$ cat src/rtl/rk4_pkg.sv
`default_nettype none
// ----------------------------------------------------------------------------
// rk4_pkg
// Shared types and constants for the friction spring RK4 integrator.
// ----------------------------------------------------------------------------
package rk4_pkg;

	typedef enum logic [2:0] {
		ST_IDLE,
		ST_RUN,
		ST_WAIT,
		ST_OUT
	} rk4_state_t;

	typedef enum logic [2:0] {
		REG_K   = 3'd0,
		REG_C   = 3'd1,
		REG_INVM = 3'd2,
		REG_MU  = 3'd3,
		REG_H   = 3'd4
	} rk4_reg_t;

	localparam logic OP_LOAD = 1'b0;
	localparam logic OP_STEP = 1'b1;

	// datapath microcode address space and counter width
	localparam int NSTEP = 64;
	localparam int STEP_W = 6;

	typedef struct packed {
		logic start_load;
		logic start_step;
	} rk4_cmd_t;

	typedef struct packed {
		logic done;
	} rk4_sts_t;

endpackage
`default_nettype wire

$ cat src/rtl/rk4_ctrl.sv
`default_nettype none
// ----------------------------------------------------------------------------
// rk4_ctrl
// Handshake controller: accepts a word, starts the datapath, holds result.
// ----------------------------------------------------------------------------
module rk4_ctrl (
	input  wire logic            clk,
	input  wire logic            arst_n,
	input  wire logic            in_valid,
	output logic                 in_ready,
	input  wire logic            opcode,
	output logic                 out_valid,
	input  wire logic            out_ready,
	output rk4_pkg::rk4_cmd_t    cmd,
	input  wire rk4_pkg::rk4_sts_t sts
);
	import rk4_pkg::*;

	rk4_state_t state_q, state_d;

	always_ff @(posedge clk or negedge arst_n) begin
		if (!arst_n) begin
			state_q <= ST_IDLE;
		end else begin
			state_q <= state_d;
		end
	end

	always_comb begin
		state_d = state_q;
		unique case (state_q)
			ST_IDLE: if (in_valid) state_d = ST_RUN;
			ST_RUN:  state_d = sts.done ? ST_OUT : ST_WAIT;
			ST_WAIT: if (sts.done) state_d = ST_OUT;
			ST_OUT:  if (out_ready) state_d = ST_IDLE;
			default: state_d = ST_IDLE;
		endcase
	end

	always_comb begin
		in_ready = (state_q == ST_IDLE);
		out_valid = (state_q == ST_OUT);
		cmd.start_load = (state_q == ST_IDLE) && in_valid && (opcode == OP_LOAD);
		cmd.start_step = (state_q == ST_IDLE) && in_valid && (opcode == OP_STEP);
	end

endmodule
`default_nettype wire

$ cat config.mk
export PLATFORM = sky130hd
export DESIGN_NAME = rk4_ctrl
export DESIGN_NICKNAME = d
export VERILOG_FILES = /design/src/rtl/rk4_pkg.sv /design/src/rtl/rk4_ctrl.sv
export SDC_FILE = /design/constraint.sdc
export NUM_CORES = 1
export LEC_CHECK = 0
export ABC_AREA = 0
export BUFFER_PORTS_ARGS = -buffer_cell sky130_fd_sc_hd__buf_2
export CORE_AREA = 2 2 39 41
export CTS_BUF_LIST = sky130_fd_sc_hd__clkbuf_2 sky130_fd_sc_hd__clkbuf_4 sky130_fd_sc_hd__clkbuf_8
export CTS_CLUSTER_SIZE = 30
export DETAILED_ROUTE_END_ITERATION = 6
export DIE_AREA = 0 0 41 43
export SYNTH_ARGS = -nofsm -noshare
export SYNTH_HDL_FRONTEND = slang
export SYNTH_SLANG_ARGS = --single-unit
export TNS_END_PERCENT = 1
$ cat constraint.sdc
create_clock -name clk -period 4.6 [get_ports clk]
set_clock_uncertainty 0.05 [all_clocks]
set_input_delay 0.23 -clock clk [delete_from_list [all_inputs] [get_ports clk]]
set_output_delay 0.23 -clock clk [all_outputs]
set_load 0.01 [all_outputs]
## Word-level counts from Yosys, hierarchy flattened

Index checks and enable logic that the tools add are counted.
Widths: inputs -> output; s select.

- ROM bits: 0
- Latch bits: 0
- Memories kept: 0
- Flip-flop bits (word level): 3
- RAM bits: 0
- Bits of input ports: 6

- Div/mod/pow operators: 0
- Eq/ne operators: 6
- Bitwise logic cells: 1
- Magnitude comparators: 0
- Multipliers: 0
- Muxes and demuxes: 5
- Shift-type cells: 0
- Reductions and logical operators: 5
- $add $sub $neg: 0

Operators with widths:

| kind | number |
|---|---|
| $pmux 3 s4 | 1 |
| $mux 3 | 3 |
| $eq 3x2->1 const B | 2 |
| $ne 2x2->1 const B | 2 |
| $eq 3x1->1 const B | 1 |
| $logic_and 1x1->1 | 3 |
| $logic_not 3->1 | 1 |
| $reduce_and 3->1 | 1 |
| $ne 2x1->1 const B | 1 |
| $mux 1 | 1 |
| $not 1->1 | 1 |

## Logic depth before layout (Yosys ltp)

Gate-level depths: netlist (run 1).

- Depth after elaboration: 3
- Gate-level depth with buffers: 5

## Worst setup path before layout (run 1)

OpenSTA, ideal clock, no wires.

- Path kind: register to register
- Start point: register state_q[0]
- End point: register state_q[0]
- Data required time: 4425 ps
- Period minus slack after synthesis: 1662 ps
- Buffers on the path: 0
- Stages on the path, launching flop included: 5
- Data arrival time: 1488 ps
- Setup slack: 2938 ps
- Path through: dfrtp_1 -> inv_1 -> ha_1 -> a222oi_1 -> mux2_2

- Cells in the longest elaborated chain, start to end: 3

RTL lines:

| item | RTL line | RTL |
|---|---|---|
| start: declaration | rk4_ctrl.sv:19 | `rk4_state_t state_q, state_d;` |
| start signal: assignment | rk4_ctrl.sv:25 | `state_q <= state_d;` |
| $logic_not 3->1 * | n/a |  |
| named net in_ready | rk4_ctrl.sv:10 | `output logic in_ready,` |
| $ne 2x2->1 (no line) | n/a |  |
| $reduce_and 3->1 (no line) | n/a |  |

Mark *: on every way through the listed nets, which the timed path passes. The rest lies on a longest branch.
A chain may end at the register's enable or synchronous reset.

## Final worst setup path (run 1)

- Start point: register state_q[0]
- End point: register state_q[0]

- Cells in the longest elaborated chain, start to end: 3

RTL lines:

| item | RTL line | RTL |
|---|---|---|
| $eq 3x2->1 or $logic_not 3->1 (tied branches) | rk4_ctrl.sv:31 | `unique case (state_q)` |
| $ne 2x2->1 (no line) or $ne 2x1->1 (tied branches) | n/a |  |
| $reduce_and 3->1 (no line) | n/a |  |

Parallel ways exist; a longest one is shown, timed or not.

==> impl_metrics.env, run 1 <==
export IMPL_grt_ovfl_total=0
export IMPL_seqCellArea_um2=50.05
export IMPL_cts_resized=0
export IMPL_place_area_um2=255.2
export IMPL_final_common_cell="buf_2"
export IMPL_crit_path_cell_trace="inv_1, ha_1, a222oi_1, mux2_2"
export IMPL_r2r_end="state_q[0]$_DFFE_PN0P_"
export IMPL_switching_share_pct=38.12
export IMPL_ant_nets=0
export IMPL_core_rowCount=14
export IMPL_r2r_cells=4
export IMPL_synth_net_count=31
export IMPL_cts_buffers=3
export IMPL_ios=10
export IMPL_max_freq_mhz=583.1
export IMPL_critPathCaptureType="register"
export IMPL_stdcell_area_um2=287.8
export IMPL_setup_worst_path_class="register to register"
export IMPL_avgSynthCellArea_um2=9.509
export IMPL_core_mm2=0.001384
export IMPL_clock_sinks=2
export IMPL_drcViolationCount=0
export IMPL_slew_headroom_pct=73.39
export IMPL_die_w_um=41
export IMPL_cp_required_ns=4.65
export IMPL_placed_cells=45
export IMPL_clk_pin_slew_ns=0.03
export IMPL_r2r_start="state_q[0]$_DFFE_PN0P_"
export IMPL_drive_gt1_share_pct=45.45
export IMPL_fin_util_pct=20.80
export IMPL_grt_max_degree=6
export IMPL_reg_top3="state_q (2)"
export IMPL_holdBufCountCts=1
export IMPL_wl_per_cell_um=7.449
export IMPL_drtPass1Iterations=4
export IMPL_timing_final_crit_share_pct=37.28
export IMPL_cp_num_buf_inv=1
export IMPL_combPwrFrac_pct=54.0
export IMPL_antenna_found_initial=0
export IMPL_grt_pass1_wl_um=476
export IMPL_port_buffers=9
export IMPL_clockBufferDepth=2
export IMPL_global_route_usage_total_pct=4.618
export IMPL_worstSetupStartpointType="register"
export IMPL_syn_inst=20
export IMPL_finalMaxSlewViolations=0
export IMPL_initial_core_util_pct=13.74
export IMPL_cp_slowest_cell="a222oi_1"
export IMPL_cts_root_buf="clkbuf_4"
export IMPL_switchingPower_w=0.00006460
export IMPL_maxCapViolCount=0
export IMPL_hold_path_class="input pin to asynchronous set/reset pin"
export IMPL_cp_top_family="compound AO/OA/AOI/OAI gates"
export IMPL_routed_via_density=3.714
export IMPL_setup_tns_ns=0
export IMPL_p_leak_nw=0.1694
export IMPL_clk_latency_ns=0.22
export IMPL_rsz0062_at_grt="false"
export IMPL_ys_types=9
export IMPL_vias=182
export IMPL_critPathMaxFanout=5
export IMPL_finalWirelength_um=365
export IMPL_cts_tree="yes"
export IMPL_p_int_w=0.0001049
export IMPL_htreeDepth=1
export IMPL_setup_viol=0
export IMPL_drt_iter0_drc=8
export IMPL_nets=46
export IMPL_fillers=159
export IMPL_r2r_setup_slack_ns=2.88
export IMPL_die_h_um=43
export IMPL_hold_viol_final=0
export IMPL_min_period_ns=1.715
export IMPL_max_stage_delay_ns=0.43
export IMPL_grt_pass1_vias=154
export IMPL_multiInputGateArea_um2=121.4
export IMPL_largest_register="state_q"
export IMPL_p_clk_share_pct=22.6
export IMPL_area_growth_pct=51.32
export IMPL_ys_warn_count=0
export IMPL_gp_congestion=0.6630
export IMPL_post_cts_setup_buffers=0
export IMPL_diodes=0
export IMPL_layout_common_cells="9 x buf_2, 5 x inv_1, 5 x ha_1"
export IMPL_hpwlAfterDp_um=290.6
export IMPL_yosysSeqAreaShare_pct=26.32
export IMPL_stdcell_count=49
export IMPL_critical_path_arrival_ns=1.77
export IMPL_fin_hold_ws_ns=0.2728
export IMPL_synth_seq_cells=2
export IMPL_synth_cell_area_um2=190.2
export IMPL_seqPwrFrac_pct=23.4
export IMPL_worst_pin_slew_ns=0.3991
export IMPL_outcome="finished, final reports clean"
export IMPL_die_area_mm2=0.001763
export IMPL_largest_register_ffs=2
export IMPL_vdd_ir_drop_max_v=0.0001086
export IMPL_power_density_mw_per_mm2=588.9
==> cell families (layout without fill, tap and decap cells) <==
family                     count (synthesis)  count (layout)  share of synthesized area (%)
and+or+nand+nor                            4               4                          9.869
AOI/OAI and AO/OA                          2               2                          9.212
DFF                                        2               2                          26.32
muxes                                      2               2                          11.84
buffers and inverters                      5              18                          9.869
adders and majority gates                  5               5                          32.89
==> Yosys cell counts <==
library cell | number | area share, %
a211oi_1 | 1 | 3.9
a222oi_1 | 1 | 5.3
and3_2 | 1 | 3.9
dfrtp_1 | 2 | 26
ha_1 | 5 | 33
inv_1 | 5 | 9.9
mux2_2 | 2 | 12
nand2_1 | 1 | 2.0
nor2_1 | 2 | 3.9
==> through the flow <==
stage          setup WS (ns)  power (W)
6_report               2.885  0.0001695
5_1_grt                2.793  0.0001880
4_1_cts                2.864  0.0001754
3_5_place_dp           2.868  0.0001331
3_3_place_gp           2.918  0.0001303
2_1_floorplan          2.938  0.0001065
==> power groups by stage <==
| stage | combinational [W] | sequential (W) | clock (W) |
|---|---|---|---|
| final | 0.0000916 | 0.0000396 | 0.0000383 |
| after floorplan | 0.0000691 | 0.0000375 | 0 |
| after global routing | 0.000105 | 0.0000418 | 0.0000416 |
| after detailed placement | 0.0000932 | 0.0000400 | 0 |
| after CTS | 0.0000940 | 0.0000398 | 0.0000416 |
| after global placement | 0.0000910 | 0.0000393 | 0 |
==> worst max path at each step <==
stage                      startpoint                     end  slack [ns]  cells after the start
6_report       state_q[0]$_DFFE_PN0P_  state_q[0]$_DFFE_PN0P_        2.88                      4
5_1_grt        state_q[0]$_DFFE_PN0P_  state_q[1]$_DFFE_PN0P_        2.79                      4
4_1_cts        state_q[0]$_DFFE_PN0P_  state_q[1]$_DFFE_PN0P_        2.86                      4
3_5_place_dp   state_q[0]$_DFFE_PN0P_  state_q[0]$_DFFE_PN0P_        2.87                      4
3_3_place_gp   state_q[0]$_DFFE_PN0P_  state_q[1]$_DFFE_PN0P_        2.92                      4
2_1_floorplan  state_q[0]$_DFFE_PN0P_  state_q[0]$_DFFE_PN0P_        2.94                      4
==> per-layer routing <==
layer	wire, um	GRT usage [%]
met5	0	0
met3	55	1.571
met1	132	3.215
met2	177	6.563
met4	0	8.000
==> final cells by class <==
class	instances	area share (%)
Multi-Input combinational cell	13	42.17
Timing Repair Buffer	10	19.13
Sequential cell	2	17.39
Clock buffer	3	7.826
Tap cell	16	6.957
Inverter	5	6.522
No activity file was read; power rests on OpenSTA's default activity.
==> run 2, diff against run 1 <==
ABC_AREA = 1   (was 0)
clock period = 1.6 ns   (was 4.6 ns; I/O delays follow)
==> run 2 against run 1 <==
- via count grew 16%
- clock power grew to 2.9 times the previous value
- worst setup slack lost 2.7 ns
- sequential power grew to 2.9 times the previous value
- non-clock buffer count is the same
- worst hold slack lost 0.15 ns
- flip-flop and latch count is the same
- design area grew 9.6%
- power grew to 3.0 times the previous value
- critical endpoint is now cmd[1]
==> impl_metrics.env, run 2 <==
export IMPL_seqCellArea_um2=50.05
export IMPL_setup_worst_path_class="register to primary output"
export IMPL_outcome="finished, final reports clean"
export IMPL_yosysTopAreaCell="ha_1"
export IMPL_finalWirelength_um=384
export IMPL_yosysSeqAreaShare_pct=22.99
export IMPL_r2r_start="state_q[0]$_DFFE_PN0P_"
export IMPL_async_flop_share_pct=100.0
export IMPL_ys_types=12
export IMPL_combPwrFrac_pct=56.5
export IMPL_maxCapViolCount=0
export IMPL_multiInputGateArea_um2=141.4
export IMPL_drtPass1Iterations=2
export IMPL_post_cts_setup_buffers=0
export IMPL_cts_buffers=3
export IMPL_rsz0062_at_grt="false"
export IMPL_wl_per_cell_um=6.400
export IMPL_syn_inst=31
export IMPL_largest_register_ffs=2
export IMPL_htreeDepth=1
export IMPL_cp_required_ns=1.47
export IMPL_antenna_found_initial=0
export IMPL_synth_edf_count=0
export IMPL_p_leak_nw=0.2020
export IMPL_p_int_w=0.0002870
export IMPL_die_h_um=43
export IMPL_diodes=0
export IMPL_largest_register="state_q"
export IMPL_avgSynthCellArea_um2=7.023
export IMPL_p_clk_share_pct=21.4
export IMPL_slew_headroom_pct=88.94
export IMPL_hold_path_class="input pin to asynchronous set/reset pin"
export IMPL_grt_pass1_wl_um=621
export IMPL_cts_root_buf="clkbuf_4"
export IMPL_r2r_setup_slack_ns=0.38
export IMPL_synth_net_count=42
export IMPL_yosysTopAreaCellShare_pct=28.74
export IMPL_switchingPower_w=0.0002267
export IMPL_setup_viol=0
export IMPL_synth_cell_area_um2=217.7
export IMPL_min_period_ns=1.453
export IMPL_initial_core_util_pct=15.73
export IMPL_fillers=167
export IMPL_hold_viol_final=0
export IMPL_grt_ovfl_total=0
export IMPL_drive_gt1_share_pct=38.64
export IMPL_clock_sinks=2
export IMPL_setup_tns_ns=0
export IMPL_vias=212
export IMPL_grt_pass1_vias=183
export IMPL_area_growth_pct=44.83
export IMPL_critPathMaxFanout=5
export IMPL_crit_start="state_q[0]$_DFFE_PN0P_"
export IMPL_drcViolationCount=0
export IMPL_port_buffers=9
export IMPL_drt_iter0_drc=1
export IMPL_fin_util_pct=22.78
export IMPL_post_synth_top_count_cell="nand2_1"
export IMPL_reg_top3="state_q (2)"
export IMPL_cts_tree="yes"
export IMPL_synth_commonest_cells="9 x nand2_1, 6 x inv_1, 5 x ha_1"
export IMPL_core_mm2=0.001384
export IMPL_pre_cts_ws_ns=0.3701
export IMPL_core_rowCount=14
export IMPL_switching_share_pct=44.13
export IMPL_synth_flop_cell="dfrtp_1"
export IMPL_synth_seq_cells=2
export IMPL_clk_pin_slew_ns=0.03
export IMPL_vdd_ir_drop_max_v=0.0005241
export IMPL_synthTopCellsByArea="ha_1 29%, dfrtp_1 23%, nand2_1 16%"
export IMPL_die_w_um=41
export IMPL_fin_ws_ns=0.1466
export IMPL_gp_congestion=0.6803
export IMPL_routed_via_density=3.533
export IMPL_finalMaxSlewViolations=0
export IMPL_ios=10
export IMPL_worstSetupStartpointType="register"
export IMPL_timing_final_crit_share_pct=90.84
export IMPL_ys_warn_count=0
export IMPL_layout_common_cells="9 x nand2_1, 9 x buf_2, 6 x inv_1"
export IMPL_clockBufferDepth=2
export IMPL_power_density_mw_per_mm2=1629
export IMPL_worst_pin_slew_ns=0.1658
export IMPL_nets=57
export IMPL_max_freq_mhz=688.1
export IMPL_clk_latency_ns=0.22
export IMPL_hpwlAfterDp_um=325.7
export IMPL_ant_nets=0
export IMPL_grt_max_degree=6
export IMPL_global_route_usage_total_pct=5.924
export IMPL_seqPwrFrac_pct=22.1
export IMPL_die_area_mm2=0.001763
export IMPL_critical_path_arrival_ns=1.32
export IMPL_critPathCaptureType="primary output"
-- run 2: changes by cell type in the layout (fill, tap and decap cells not counted), sizes merged --
cell / previous run / this run
a21oi: 0 / 1
inv: 5 / 7
a211oi: 1 / 0
nand3: 0 / 1
a222oi: 1 / 0
nand2: 1 / 11
mux2: 2 / 0
nor3: 0 / 1
-- run 2: cell type report --
class                           count  area share (%)
Multi-Input combinational cell     22           44.84
Inverter                            7           8.333
Timing Repair Buffer               10           17.46
Clock buffer                        3           7.143
Sequential cell                     2           15.87
Tap cell                           16           6.349
-- run 2: repair_timing --
action                                 in CTS  in global routing
resized for setup                           0                  0
hold buffers                                1                  0
endpoints found under the hold margin       2                  0
-- run 2: worst paths after layout --
path,endpoint,cells after the start
min in group clk,state_q[0]$_DFFE_PN0P_,5
setup / recovery,cmd[1],5
setup reg to reg,state_q[1]$_DFFE_PN0P_,6
hold / removal,state_q[0]$_DFFE_PN0P_,2
hold reg to reg,state_q[1]$_DFFE_PN0P_,2
max in group asynchronous,state_q[1]$_DFFE_PN0P_,2
-- run 2: metrics by stage --
step / cells / cell area, um2 / total power, W / hold slack, ns
3_3_place_gp: 56 / 282.8 / 0.0004063 / -0.1815
4_1_cts: 60 / 315.3 / 0.0005334 / 0.1107
3_5_place_dp: 56 / 282.8 / 0.0004133 / -0.1816
5_1_grt: 60 / 315.3 / 0.0005907 / 0.1252
2_1_floorplan: 31 / 217.7 / 0.0003360 / -0.2656
6_report: 60 / 315.3 / 0.0005137 / 0.1202
-- run 2: power groups by stage --
stage          Clock, W  Sequential [W]  Combinational, W
6_report       0.000110        0.000114          0.000290
5_1_grt        0.000126        0.000121          0.000344
4_1_cts        0.000118        0.000115          0.000300
3_5_place_dp          0        0.000116          0.000298
3_3_place_gp          0        0.000116          0.000290
2_1_floorplan         0        0.000107          0.000229
-- run 2: per-layer routing --
| metal | part of all wire (%) | GRT usage (%) | vias up |
|---|---|---|---|
| met3 | 7.8 | 4.712 | 0 |
| met2 | 51 | 7.500 | 7 |
| met5 | 0 | 0 | - |
| met1 | 41 | 5.466 | 87 |
| met4 | 0 | 6.000 | 0 |
| li1 | - | - | 118 |
-- run 2: cell families after synthesis --
kind of cell,after synthesis,share of synthesized area (%)
buffers and inverters,7,12.07
adder cells (fa/ha/maj),5,28.74
AO/OA/AOI/OAI,1,2.297
AND/OR/NAND/NOR,16,33.90
flip-flops,2,22.99
-- run 2: critical path: stages (launching register included) --
cell	delay, ns
dfrtp_1	0.41
inv_1	0.10
ha_1	0.24
inv_1	0.05
nor3_1	0.15
buf_2	0.15
